File: config.mk
export PLATFORM = sky130hd
export DESIGN_NAME = hmcs_scale
export DESIGN_NICKNAME = d
export VERILOG_FILES = /design/src/hdl/hmcs_pkg.sv /design/src/hdl/hmcs_scale.sv
export SDC_FILE = /design/constraint.sdc
export NUM_CORES = 1
export LEC_CHECK = 0
export ABC_AREA = 1
export ABC_CLOCK_PERIOD_IN_PS = 26700
export BUFFER_PORTS_ARGS = -buffer_cell sky130_fd_sc_hd__buf_2
export CAP_MARGIN = 20
export CORE_MARGIN = 1.5
export CORE_UTILIZATION = 51
export DETAILED_ROUTE_END_ITERATION = 8
export PLACE_DENSITY = 0.65
export SLEW_MARGIN = 30
export SYNTH_ARGS = -nofsm -noshare
export SYNTH_HDL_FRONTEND = slang
export SYNTH_SLANG_ARGS = --single-unit
File: constraint.sdc
create_clock -name vclk -period 26.7
set_clock_uncertainty 0.2 [all_clocks]
set_input_delay 5.34 -clock vclk [all_inputs]
set_output_delay 5.34 -clock vclk [all_outputs]
set_load 0.02 [all_outputs]
File: src/hdl/hmcs_pkg.sv
package hmcs_pkg;

  // Grid geometry.
  localparam int MAX_SIDE = 256;
  localparam int ADDR_W   = $clog2(MAX_SIDE);
  localparam int CNT_W    = $clog2(MAX_SIDE + 1);
  localparam int CFG_W    = 9;
  localparam int MIN_SIDE = 2;

  // Datapath widths.
  localparam int SAMPLE_W = 8;
  localparam int SUM_W    = 11;
  localparam int MAG_W    = 10;
  localparam int NCNT_W   = 3;
  localparam int OUT_W    = 12;
  localparam int QUO_W    = 11;

  // Scaling: q = round(|S| * 64 / (5 * n)) = floor((128 * |S| + 5n) / (10n)).
  // The divide by 10n uses a reciprocal with a 2^24 scale, which is exact
  // for every numerator this block can form.
  localparam int NUM_SHIFT   = 7;
  localparam int NUM_W       = MAG_W + NUM_SHIFT;
  localparam int RECIP_W     = 20;
  localparam int RECIP_SHIFT = 24;

  // Request kinds on the input channel.
  localparam logic MODE_SAMPLE = 1'b0;
  localparam logic MODE_DRAIN  = 1'b1;

  // Control from the frame counters to the line buffers.
  typedef struct packed {
    logic              step;
    logic              wr_en;
    logic [ADDR_W-1:0] wr_addr;
    logic [ADDR_W-1:0] rd_new_addr;
    logic [ADDR_W-1:0] rd_old_addr;
  } win_ctrl_t;

  // Neighborhood taps of the current column, taken from the line buffers.
  typedef struct packed {
    logic signed [SAMPLE_W-1:0] mid;
    logic signed [SAMPLE_W-1:0] right;
    logic signed [SAMPLE_W-1:0] up;
    logic signed [SAMPLE_W-1:0] left;
  } win_taps_t;

  // Reciprocal of 10n, scaled by 2^24 and rounded up.
  function automatic logic [RECIP_W-1:0] recip(input logic [NCNT_W-1:0] n);
    case (n)
      3'd3:    recip = 20'd559241;
      3'd4:    recip = 20'd419431;
      3'd5:    recip = 20'd335545;
      default: recip = 20'd335545;
    endcase
  endfunction

  // Half of the divisor, 5n, added before the divide for rounding.
  function automatic logic [NUM_W-1:0] half_den(input logic [NCNT_W-1:0] n);
    case (n)
      3'd3:    half_den = NUM_W'(15);
      3'd4:    half_den = NUM_W'(20);
      3'd5:    half_den = NUM_W'(25);
      default: half_den = NUM_W'(25);
    endcase
  endfunction

endpackage

File: src/hdl/hmcs_scale.sv
module hmcs_scale (
  input  logic                                neg,
  input  logic [hmcs_pkg::MAG_W-1:0]          mag,
  input  logic [hmcs_pkg::NCNT_W-1:0]         n,
  output logic signed [hmcs_pkg::OUT_W-1:0]   value
);
  import hmcs_pkg::*;

  logic [NUM_W-1:0]         num;
  logic [NUM_W+RECIP_W-1:0] prod;
  logic [QUO_W-1:0]         quo;
  logic signed [OUT_W-1:0]  quo_ext;

  // Rounded numerator, then divide by 10n through its reciprocal.
  assign num  = {mag, {NUM_SHIFT{1'b0}}} + half_den(n);
  assign prod = num * recip(n);
  assign quo  = prod[RECIP_SHIFT +: QUO_W];

  // Apply the sign of the sum; rounding was done on the magnitude.
  assign quo_ext = {{(OUT_W-QUO_W){1'b0}}, quo};
  assign value   = neg ? -quo_ext : quo_ext;

endmodule

==> metrics.log <==
[metrics] run status: finished with violations
[metrics] violations in the final reports: DRC
[metrics] cell types with the highest counts after synthesis: sky130_fd_sc_hd__inv_1, sky130_fd_sc_hd__nand2_1, sky130_fd_sc_hd__fa_1
[metrics] Final nets: approximately 1,300
[metrics] final hold vios: 0
[metrics] most frequent cell after synthesis: sky130_fd_sc_hd__inv_1
[metrics] main area contributors after synthesis: sky130_fd_sc_hd__fa_1, sky130_fd_sc_hd__ha_1, sky130_fd_sc_hd__inv_1, sky130_fd_sc_hd__nand2_1, sky130_fd_sc_hd__nor2_1
[metrics] Final GP Congestion: 1.033
[metrics] die area: about 0.016 mm^2
[metrics] capturing element type of the critical path: primary output
[metrics] die outline width: 126.0 um
[metrics] post-cts sizing count: 0
[metrics] core area: about 0.015 mm^2
[metrics] number of inserted filler cells in the final layout: roughly 1,400
[metrics] RSZ-0062 raised after global routing: no
[metrics] cell mode on critical path: sky130_fd_sc_hd__inv_1
[metrics] number of warning messages in the yosys log: 0
[metrics] met1 usage in global routing: 0.3356
[metrics] Yosys top cell area share: 0.4228
[metrics] final wirelength: between 15,000 and 20,000 um
[metrics] Port Buffers: 26
[metrics] count of final setup violators: 0
[metrics] vias in the first global route: 6,189
[metrics] sequential cell area: 0 um^2
[metrics] share of post-route cells with drive strength above 1: 0.05939
[metrics] cell count after synthesis: about 1,000
[metrics] DR vias: roughly 5,900
[metrics] post-route minimum period: around 18,000 ps
[metrics] M2 GR Usage: 0.4396
[metrics] chip height: roughly 130 um
[metrics] global-route wire length before repair: 30,860 um
[metrics] cell depth of the worst min-delay path: 4
[metrics] cell area after technology mapping: 0.007717 mm^2
[metrics] number of placement rows: 44
[metrics] CP arrival: 12,660 ps
[metrics] remaining global-route overflow: 0
[metrics] number of pins exceeding their max-slew limit in the final report: 0
[metrics] IO Count: 26
[metrics] average wire length per cell after detail routing: 14.75 um
[metrics] count of clock-net buffers in the final layout: 0
[metrics] Tightest Hold Check Type: in -> out
[metrics] number of detailed-route iterations in the first pass: 9
[metrics] count of flip-flops and latches: 0
[metrics] Antenna Cells: 0
[metrics] number of unique standard cell types used by synthesis: 34
[metrics] number of antenna violations at the first check in global routing: 0
[metrics] WHS: approximately 11,000 ps
[metrics] number of remaining DRC errors: 1
[metrics] GRT busiest layer: met2
[metrics] post-synthesis area per instance: between 7 and 8 um^2
[metrics] slowest stage cell on the critical path: sky130_fd_sc_hd__inv_1
[metrics] placed wire-length estimate: approximately 17,000 um
[metrics] part of the Yosys area used for sequential elements: 0
[metrics] initial standard-cell utilization of the core: 0.5270
[metrics] Worst setup SP type: primary input
[metrics] final sum of negative setup slack: 0 ps
[metrics] largest net degree at the start of global routing: 19
[metrics] Req. time, crit path: approximately 21,000 ps
[metrics] Antenna Nets Post-Route: 0
[metrics] average vias per placed instance: 4.798
[metrics] Crit Path Category: in -> out
[metrics] global-route met3 utilization: 0.02167
[metrics] layout overhead on the synthesized area: 5.204%
[metrics] measured slew at the worst slew-check pin: 804.7 ps
[metrics] delay of the slowest cell on the worst path: 550 ps
[metrics] Total Routing Usage GR: 0.2484
[metrics] final clock period utilization by the worst path: 0.6815
[metrics] iteration-0 DRC count of the detailed router: around 270
[metrics] largest fanout of any net on the critical path: 15
[metrics] Max Cap Violations: 0
[metrics] hold-fix buffers at CTS: 0
[metrics] worst max-slew margin expressed relative to the limit: 0.4616
[metrics] Post-CTS Repair Setup Buffers: 0
[metrics] cell accounting for the most synthesized area: sky130_fd_sc_hd__fa_1
[metrics] Highest Clock Rate: around 0.055 GHz
[layout by cell type (no fill, tap or decap), types with 3 or more instances in the layout]
| cell | n |
|---|---|
| sky130_fd_sc_hd__buf_2 | 26 |
| sky130_fd_sc_hd__inv_1 | 315 |
| sky130_fd_sc_hd__fa_1 | 163 |
| sky130_fd_sc_hd__nand4_1 | 8 |
| sky130_fd_sc_hd__inv_2 | 3 |
| sky130_fd_sc_hd__o21bai_1 | 4 |
| sky130_fd_sc_hd__xnor2_1 | 5 |
| sky130_fd_sc_hd__nor3_1 | 4 |
| sky130_fd_sc_hd__ha_1 | 105 |
| sky130_fd_sc_hd__a21oi_1 | 19 |
| sky130_fd_sc_hd__nand3_1 | 27 |
| sky130_fd_sc_hd__o21ai_0 | 9 |
| sky130_fd_sc_hd__o21ai_1 | 3 |
| sky130_fd_sc_hd__nand2_2 | 14 |
| sky130_fd_sc_hd__conb_1 | 22 |
| sky130_fd_sc_hd__xor2_1 | 11 |
| sky130_fd_sc_hd__nor2_2 | 6 |
| sky130_fd_sc_hd__nor2_1 | 77 |
| sky130_fd_sc_hd__nand2_1 | 203 |
[critical path, delay by kind of cell]
kind            cells  cell delay, ps
fa+ha+maj           8            3530
buf+inv            10            1610
compound gates      1             200
simple gates       15            1970
[routing by layer]
layer	up-vias	share of wire	routed length, um
li1	2955	-	-
met1	2755	0.45	8066
met2	158	0.48	8749
met3	24	0.047	846
met4	0	0.025	452
met5	-	0	0
[cell type report]
type               instances  area [um^2]  share of cell area
inverters                319         1197              0.1475
well taps                184        230.2             0.02836
multi-input cells        699         6561              0.8081
repair buffers            26        130.1             0.01603
[kinds of logic (layout without fill, tap and decap cells)]
family / count (synthesis) / after routing / share of synthesized area
AO/OA/AOI/OAI: 39 / 39 / 0.02935
other: 2 / 22 / 0.0009731
buffers and inverters: 328 / 345 / 0.1595
AND/OR/NAND/NOR: 352 / 352 / 0.1947
adder cells (fa/ha/maj): 268 / 268 / 0.5931
XOR/XNOR: 18 / 18 / 0.02237
[worst paths after layout]
| path | from | end |
|---|---|---|
| max | n[2] | value[8] |
| min | neg | value[1] |
[through the flow]
stage / std cells / area, um^2 / worst slack (ps) / utilization
after floorplan: 1027 / 7792 / 9819 / -
after global routing: 1228 / 8119 / 7954 / 0.5544
after detailed placement: 1228 / 8119 / 8590 / 0.5544
after global placement: 1228 / 8119 / 8629 / 0.5544
after CTS: 1228 / 8119 / 8559 / 0.5544
final: 1228 / 8119 / 8504 / 0.5544
Power is not shown: default switching activity piles up to over one toggle a cycle in this logic, so the estimate is an artifact.
