### src/hdl/hmcs_pkg.sv
package hmcs_pkg;

  // Grid geometry.
  localparam int MAX_SIDE = 256;
  localparam int ADDR_W   = $clog2(MAX_SIDE);
  localparam int CNT_W    = $clog2(MAX_SIDE + 1);
  localparam int CFG_W    = 9;
  localparam int MIN_SIDE = 2;

  // Datapath widths.
  localparam int SAMPLE_W = 8;
  localparam int SUM_W    = 11;
  localparam int MAG_W    = 10;
  localparam int NCNT_W   = 3;
  localparam int OUT_W    = 12;
  localparam int QUO_W    = 11;

  // Scaling: q = round(|S| * 64 / (5 * n)) = floor((128 * |S| + 5n) / (10n)).
  // The divide by 10n uses a reciprocal with a 2^24 scale, which is exact
  // for every numerator this block can form.
  localparam int NUM_SHIFT   = 7;
  localparam int NUM_W       = MAG_W + NUM_SHIFT;
  localparam int RECIP_W     = 20;
  localparam int RECIP_SHIFT = 24;

  // Request kinds on the input channel.
  localparam logic MODE_SAMPLE = 1'b0;
  localparam logic MODE_DRAIN  = 1'b1;

  // Control from the frame counters to the line buffers.
  typedef struct packed {
    logic              step;
    logic              wr_en;
    logic [ADDR_W-1:0] wr_addr;
    logic [ADDR_W-1:0] rd_new_addr;
    logic [ADDR_W-1:0] rd_old_addr;
  } win_ctrl_t;

  // Neighborhood taps of the current column, taken from the line buffers.
  typedef struct packed {
    logic signed [SAMPLE_W-1:0] mid;
    logic signed [SAMPLE_W-1:0] right;
    logic signed [SAMPLE_W-1:0] up;
    logic signed [SAMPLE_W-1:0] left;
  } win_taps_t;

  // Reciprocal of 10n, scaled by 2^24 and rounded up.
  function automatic logic [RECIP_W-1:0] recip(input logic [NCNT_W-1:0] n);
    case (n)
      3'd3:    recip = 20'd559241;
      3'd4:    recip = 20'd419431;
      3'd5:    recip = 20'd335545;
      default: recip = 20'd335545;
    endcase
  endfunction

  // Half of the divisor, 5n, added before the divide for rounding.
  function automatic logic [NUM_W-1:0] half_den(input logic [NCNT_W-1:0] n);
    case (n)
      3'd3:    half_den = NUM_W'(15);
      3'd4:    half_den = NUM_W'(20);
      3'd5:    half_den = NUM_W'(25);
      default: half_den = NUM_W'(25);
    endcase
  endfunction

endpackage

### src/hdl/hmcs_linebuf.sv
module hmcs_linebuf (
  input  logic                               clk,
  input  hmcs_pkg::win_ctrl_t                ctrl,
  input  logic signed [hmcs_pkg::SAMPLE_W-1:0] sample,
  output hmcs_pkg::win_taps_t                taps
);
  import hmcs_pkg::*;

  // Line buffers: newer holds the previous row, older the row before it.
  logic [SAMPLE_W-1:0] newer_mem [MAX_SIDE];
  logic [SAMPLE_W-1:0] older_mem [MAX_SIDE];

  // Window registers for the current column; right and up are the
  // registered read data of the two buffers, fetched one column ahead.
  logic [SAMPLE_W-1:0] mid;
  logic [SAMPLE_W-1:0] right;
  logic [SAMPLE_W-1:0] up;
  logic [SAMPLE_W-1:0] left;

  // On each accepted sample or counted drain the window slides one column. The write to the newer
  // buffer is forwarded when the prefetch hits the same column, which only
  // happens on a two-cell side.
  always_ff @(posedge clk) begin
    if (ctrl.step) begin
      mid  <= right;
      left <= mid;
      up   <= older_mem[ctrl.rd_old_addr];
      if (ctrl.wr_en && (ctrl.rd_new_addr == ctrl.wr_addr)) begin
        right <= sample;
      end else begin
        right <= newer_mem[ctrl.rd_new_addr];
      end
      if (ctrl.wr_en) begin
        newer_mem[ctrl.wr_addr] <= sample;
        older_mem[ctrl.wr_addr] <= mid;
      end
    end
  end

  assign taps.mid   = mid;
  assign taps.right = right;
  assign taps.up    = up;
  assign taps.left  = left;

endmodule

### config.mk
export PLATFORM = sky130hd
export DESIGN_NAME = hmcs_linebuf
export DESIGN_NICKNAME = d
export VERILOG_FILES = /design/src/hdl/hmcs_pkg.sv /design/src/hdl/hmcs_linebuf.sv
export SDC_FILE = /design/constraint.sdc
export NUM_CORES = 2
export LEC_CHECK = 0
export BUFFER_PORTS_ARGS = -buffer_cell sky130_fd_sc_hd__buf_2
export CELL_PAD_IN_SITES_DETAIL_PLACEMENT = 1
export CELL_PAD_IN_SITES_GLOBAL_PLACEMENT = 2
export CORE_MARGIN = 1.5
export CORE_UTILIZATION = 45
export DETAILED_ROUTE_END_ITERATION = 12
export PLACE_DENSITY_LB_ADDON = 0.15
export SLEW_MARGIN = 20
export SYNTH_ARGS = -nofsm -noshare
export SYNTH_HDL_FRONTEND = slang
export SYNTH_SLANG_ARGS = --single-unit
### constraint.sdc
create_clock -name clk -period 4.45 [get_ports clk]
set_input_delay 0.445 -clock clk [delete_from_list [all_inputs] [get_ports clk]]
set_output_delay 0.445 -clock clk [all_outputs]
set_load 0.01 [all_outputs]
==> results by stage <==
Cells and area:
- The count of filler cells inserted in the layout is 30.0k.
- The fraction of final layout cells with drive strength greater than 1 is 30.4%.
- Once layout is complete, the utilization of the core stands at 52.2%.
- The area occupied by registers is 124000 µm².
- The net count of the finished layout is 7683.
- Summing all multi-input logic gate instances after layout gives 32300 µm².
- The layout-stage area growth over the synthesis result is 15.6%.

STA:
- At the pin with the least slew margin, the transition time is 1.24 ns.
- The setup violation total in the final timing report is 0.
- The minimum period implied by the final worst setup slack is 3.40 ns.
- Dividing the final minimum period by the clock period gives 76.4%.
- For the final database, setup skew stands at 0.0756 ns.
- Derived from the worst setup path, the maximum achievable clock frequency is 0.294 GHz.
- The headroom to the max-slew limit is 17.5%.
- On the final layout, the worst hold slack is 0.0850 ns.
- After routing, the total negative slack on setup checks comes to 0 ns.
- The least setup slack across all paths after layout is 1.05 ns.
- The final hold violation count is 0.
- The final count of pins violating max slew is 0.
- Setup repair after global routing left no endpoint under its margin.

Setup path:
- STA classifies the critical path startpoint as a flip-flop.
- The critical path class is reg -> reg.
- STA classifies the critical path endpoint as a flip-flop.
- Data arrives at the worst endpoint at 4.15 ns.
- The highest net fanout along the worst path is 3.
- The critical path data required time is 5.20 ns.

CTS:
- In this run the clock root is driven by a clkbuf_16.
- The post-CTS setup buffer count is 0.
- No sink is reached through more buffers than the 4 on the longest clock path.
- TritonCTS built the clock tree.
- After clock tree synthesis, the clock-pin slew on the worst setup and hold paths is 0.06 ns.
- The count of clock tree sinks is 4128.
- The number of levels the H-tree was split into is 5.
- The total clock buffers created by CTS is 430.
- The later pin in the worst-skew pair is clocked with a latency of 1.01 ns.

Placed design:
- Detailed placement finished with a half-perimeter wire length of 281000 µm.
- The number of buffer cells added on primary ports is 66.
- The final RePlAce weighted congestion is 0.884.
- The worst setup slack before clock tree synthesis is 0.0324 ns.

Synthesis:
- Yosys instantiated no cell more often than edfxtp_1.
- Synthesis produced a netlist whose cell count is 6938.
- A synthesized cell averages 22.7 µm².
- The netlist uses 44 different library cells.
- Yosys printed 0 warnings.
- By count the netlist is led by 4128 x edfxtp_1, 1037 x mux4_2, 305 x nor2_1.
- Counting every net in the synthesized netlist gives 6973.
- Sorting the synthesized cells by area gives the leading types as edfxtp_1 79%, mux4_2 15%, mux2i_1 1.2%.
- The most instantiated flip-flop cell in the synthesis netlist is edfxtp_1.
- Counting flops with a built-in enable in the synthesized netlist gives 4128.
- In this run, synthesis produced a sequential element count of 4128.
- The fraction of registers with async set/reset is 0%.
- The area share of the leading cell type in the synthesized netlist is 78.6%.
- The library cell occupying the most area in the post-synthesis netlist is edfxtp_1.
- The summed instance area of the synthesized netlist is 158000 µm².
- The share of the Yosys chip area taken by registers is 78.6%.

Die:
- After floorplanning, the core was sized to cover 349000 µm².
- The floorplan has 217 rows.
- During I/O placement, the number of pins put on the boundary was 67.
- The starting density of the core is 45.2%.
- In this run the vertical extent of the chip is 595 µm.
- The die covers 354000 µm².
- The die is 595 µm wide.

Global route:
- The initial antenna violation count came to 35.
- The number of global-route vias before repair is 80.0k.
- The first global-routing pass estimated 644000 µm of wire.
- Entering global routing, the biggest net connects 169 pins.
- The met3 track utilization from global routing is 4.29%.
- The highest-utilization routing layer at the global route stage is met2.
- Global routing consumed, on the met1 layer, 38.2% of the routing resources.
- The overall global routing resource usage is 25.9%.
- The total overflow left after global routing is 0.
- Global routing consumed, on the met2 layer, 40.2% of the routing resources.

Power and ir drop:
- The overall power after layout is 83.8 mW.
- The leakage power total is 57.4 nW.
- The worst-case IR drop observed on VDD is 0.000360 V.
- In this run the power density over the cells is 459 nW/µm².

Detailed routing:
- The total via count in the routed design is 78.2k.
- The wire length after detailed routing is 461000 µm.
- The final routed wire length divided by cell count is 36.5 µm.
- The first detailed-routing pass took 6 iterations.
- The violation count after the first detailed-routing iteration is 9368.
- In the routed layout, each cell is associated on average with a via count of 6.20.
- The residual antenna-violating net count after detailed routing is 0.
- In the routed design, unresolved DRC markers number 0.

Job:
- Max-cap violations in this run came to 0.

Min path:
- The worst hold path belongs to the class in -> reg.

Run status:
- The run finished with clean final reports.
==> registers in the layout (all words and copies together), names as in the netlist <==
signal and flops:
up 8, newer_mem 2048, mid 8, older_mem 2048, right 8, left 8
==> layer usage <==
layer / vias up / routed length [µm]
met1: 43280 / 197000
met3: 621 / 34100
met2: 3210 / 215000
met5: - / 52
li1: 31100 / -
met4: 8 / 14200
==> area by class of cell <==
| class | instances | share of cell area [%] |
|---|---|---|
| sequential | 4128 | 67.9 |
| multi-input combinational | 2402 | 17.7 |
| clock buffer | 521 | 6.13 |
| timing repair buffer | 684 | 3.41 |
| tap | 4599 | 3.15 |
| clock inverter | 280 | 1.64 |
| antenna | 9 | 0.0123 |
| inverter | 2 | 0.00412 |
==> placed cells by master, fill, tap and decap left out, types with 28 or more instances in the layout <==
cell	count
a211oi_1	52
a21oi_1	64
a221oi_1	58
a22oi_1	148
a31oi_1	28
buf_12	82
buf_2	50
buf_4	524
bufinv_16	56
clkbuf_1	87
clkbuf_16	434
clkinv_1	103
clkinv_2	79
edfxtp_1	4128
mux2_2	30
mux2i_1	187
mux4_2	1037
nand2_1	103
nor2_1	260
nor2_2	44
nor2b_1	40
o21ai_0	82
o22ai_1	43
==> cell families after synthesis <==
group	Yosys count	synth area share (%)
flip-flops	4128	78.6
AO/OA/AOI/OAI	554	2.43
multiplexers	1254	16.2
buffers and inverters	408	1.11
XOR/XNOR	8	0.0444
AND/OR/NAND/NOR	586	1.65
==> repair_timing <==
item | CTS | global route
hold buffers | 6 | 1
setup endpoints to repair | 0 | 0
resized for setup | 0 | 0
hold endpoints to repair | 156 | 16
==> worst paths after layout <==
| kind | startpoint | endpoint | slack [ns] | cells past startpoint |
|---|---|---|---|---|
| max | older_mem[235][7] | up[7] | 1.05 | 5 |
| min | ctrl[25] | left[7] | 0.08 | 2 |
| max reg2reg | older_mem[235][7] | up[7] | 1.05 | 5 |
| min reg2reg | mid[1] | left[1] | 0.46 | 0 |
==> stage by stage <==
stage	std cells	instance area, µm²
3_5_place_dp	11807	168000
4_1_cts	12614	182000
5_1_grt	12624	182000
3_3_place_gp	11802	168000
2_1_floorplan	6938	158000
6_report	12625	182000
==> critical path, stage by stage, from the launching register on <==
cell,delay (ns)
edfxtp_1,0.37
mux4_2,0.47
mux4_2,0.51
a22oi_1,0.69
a21oi_1,0.52
or4_1,0.60
==> report_power, final <==
group	internal [mW]	switching, mW
Combinational	1.50	2.79
Clock	21.2	15.2
Sequential	43.0	0.0796
(Power assumes the default switching activity.)
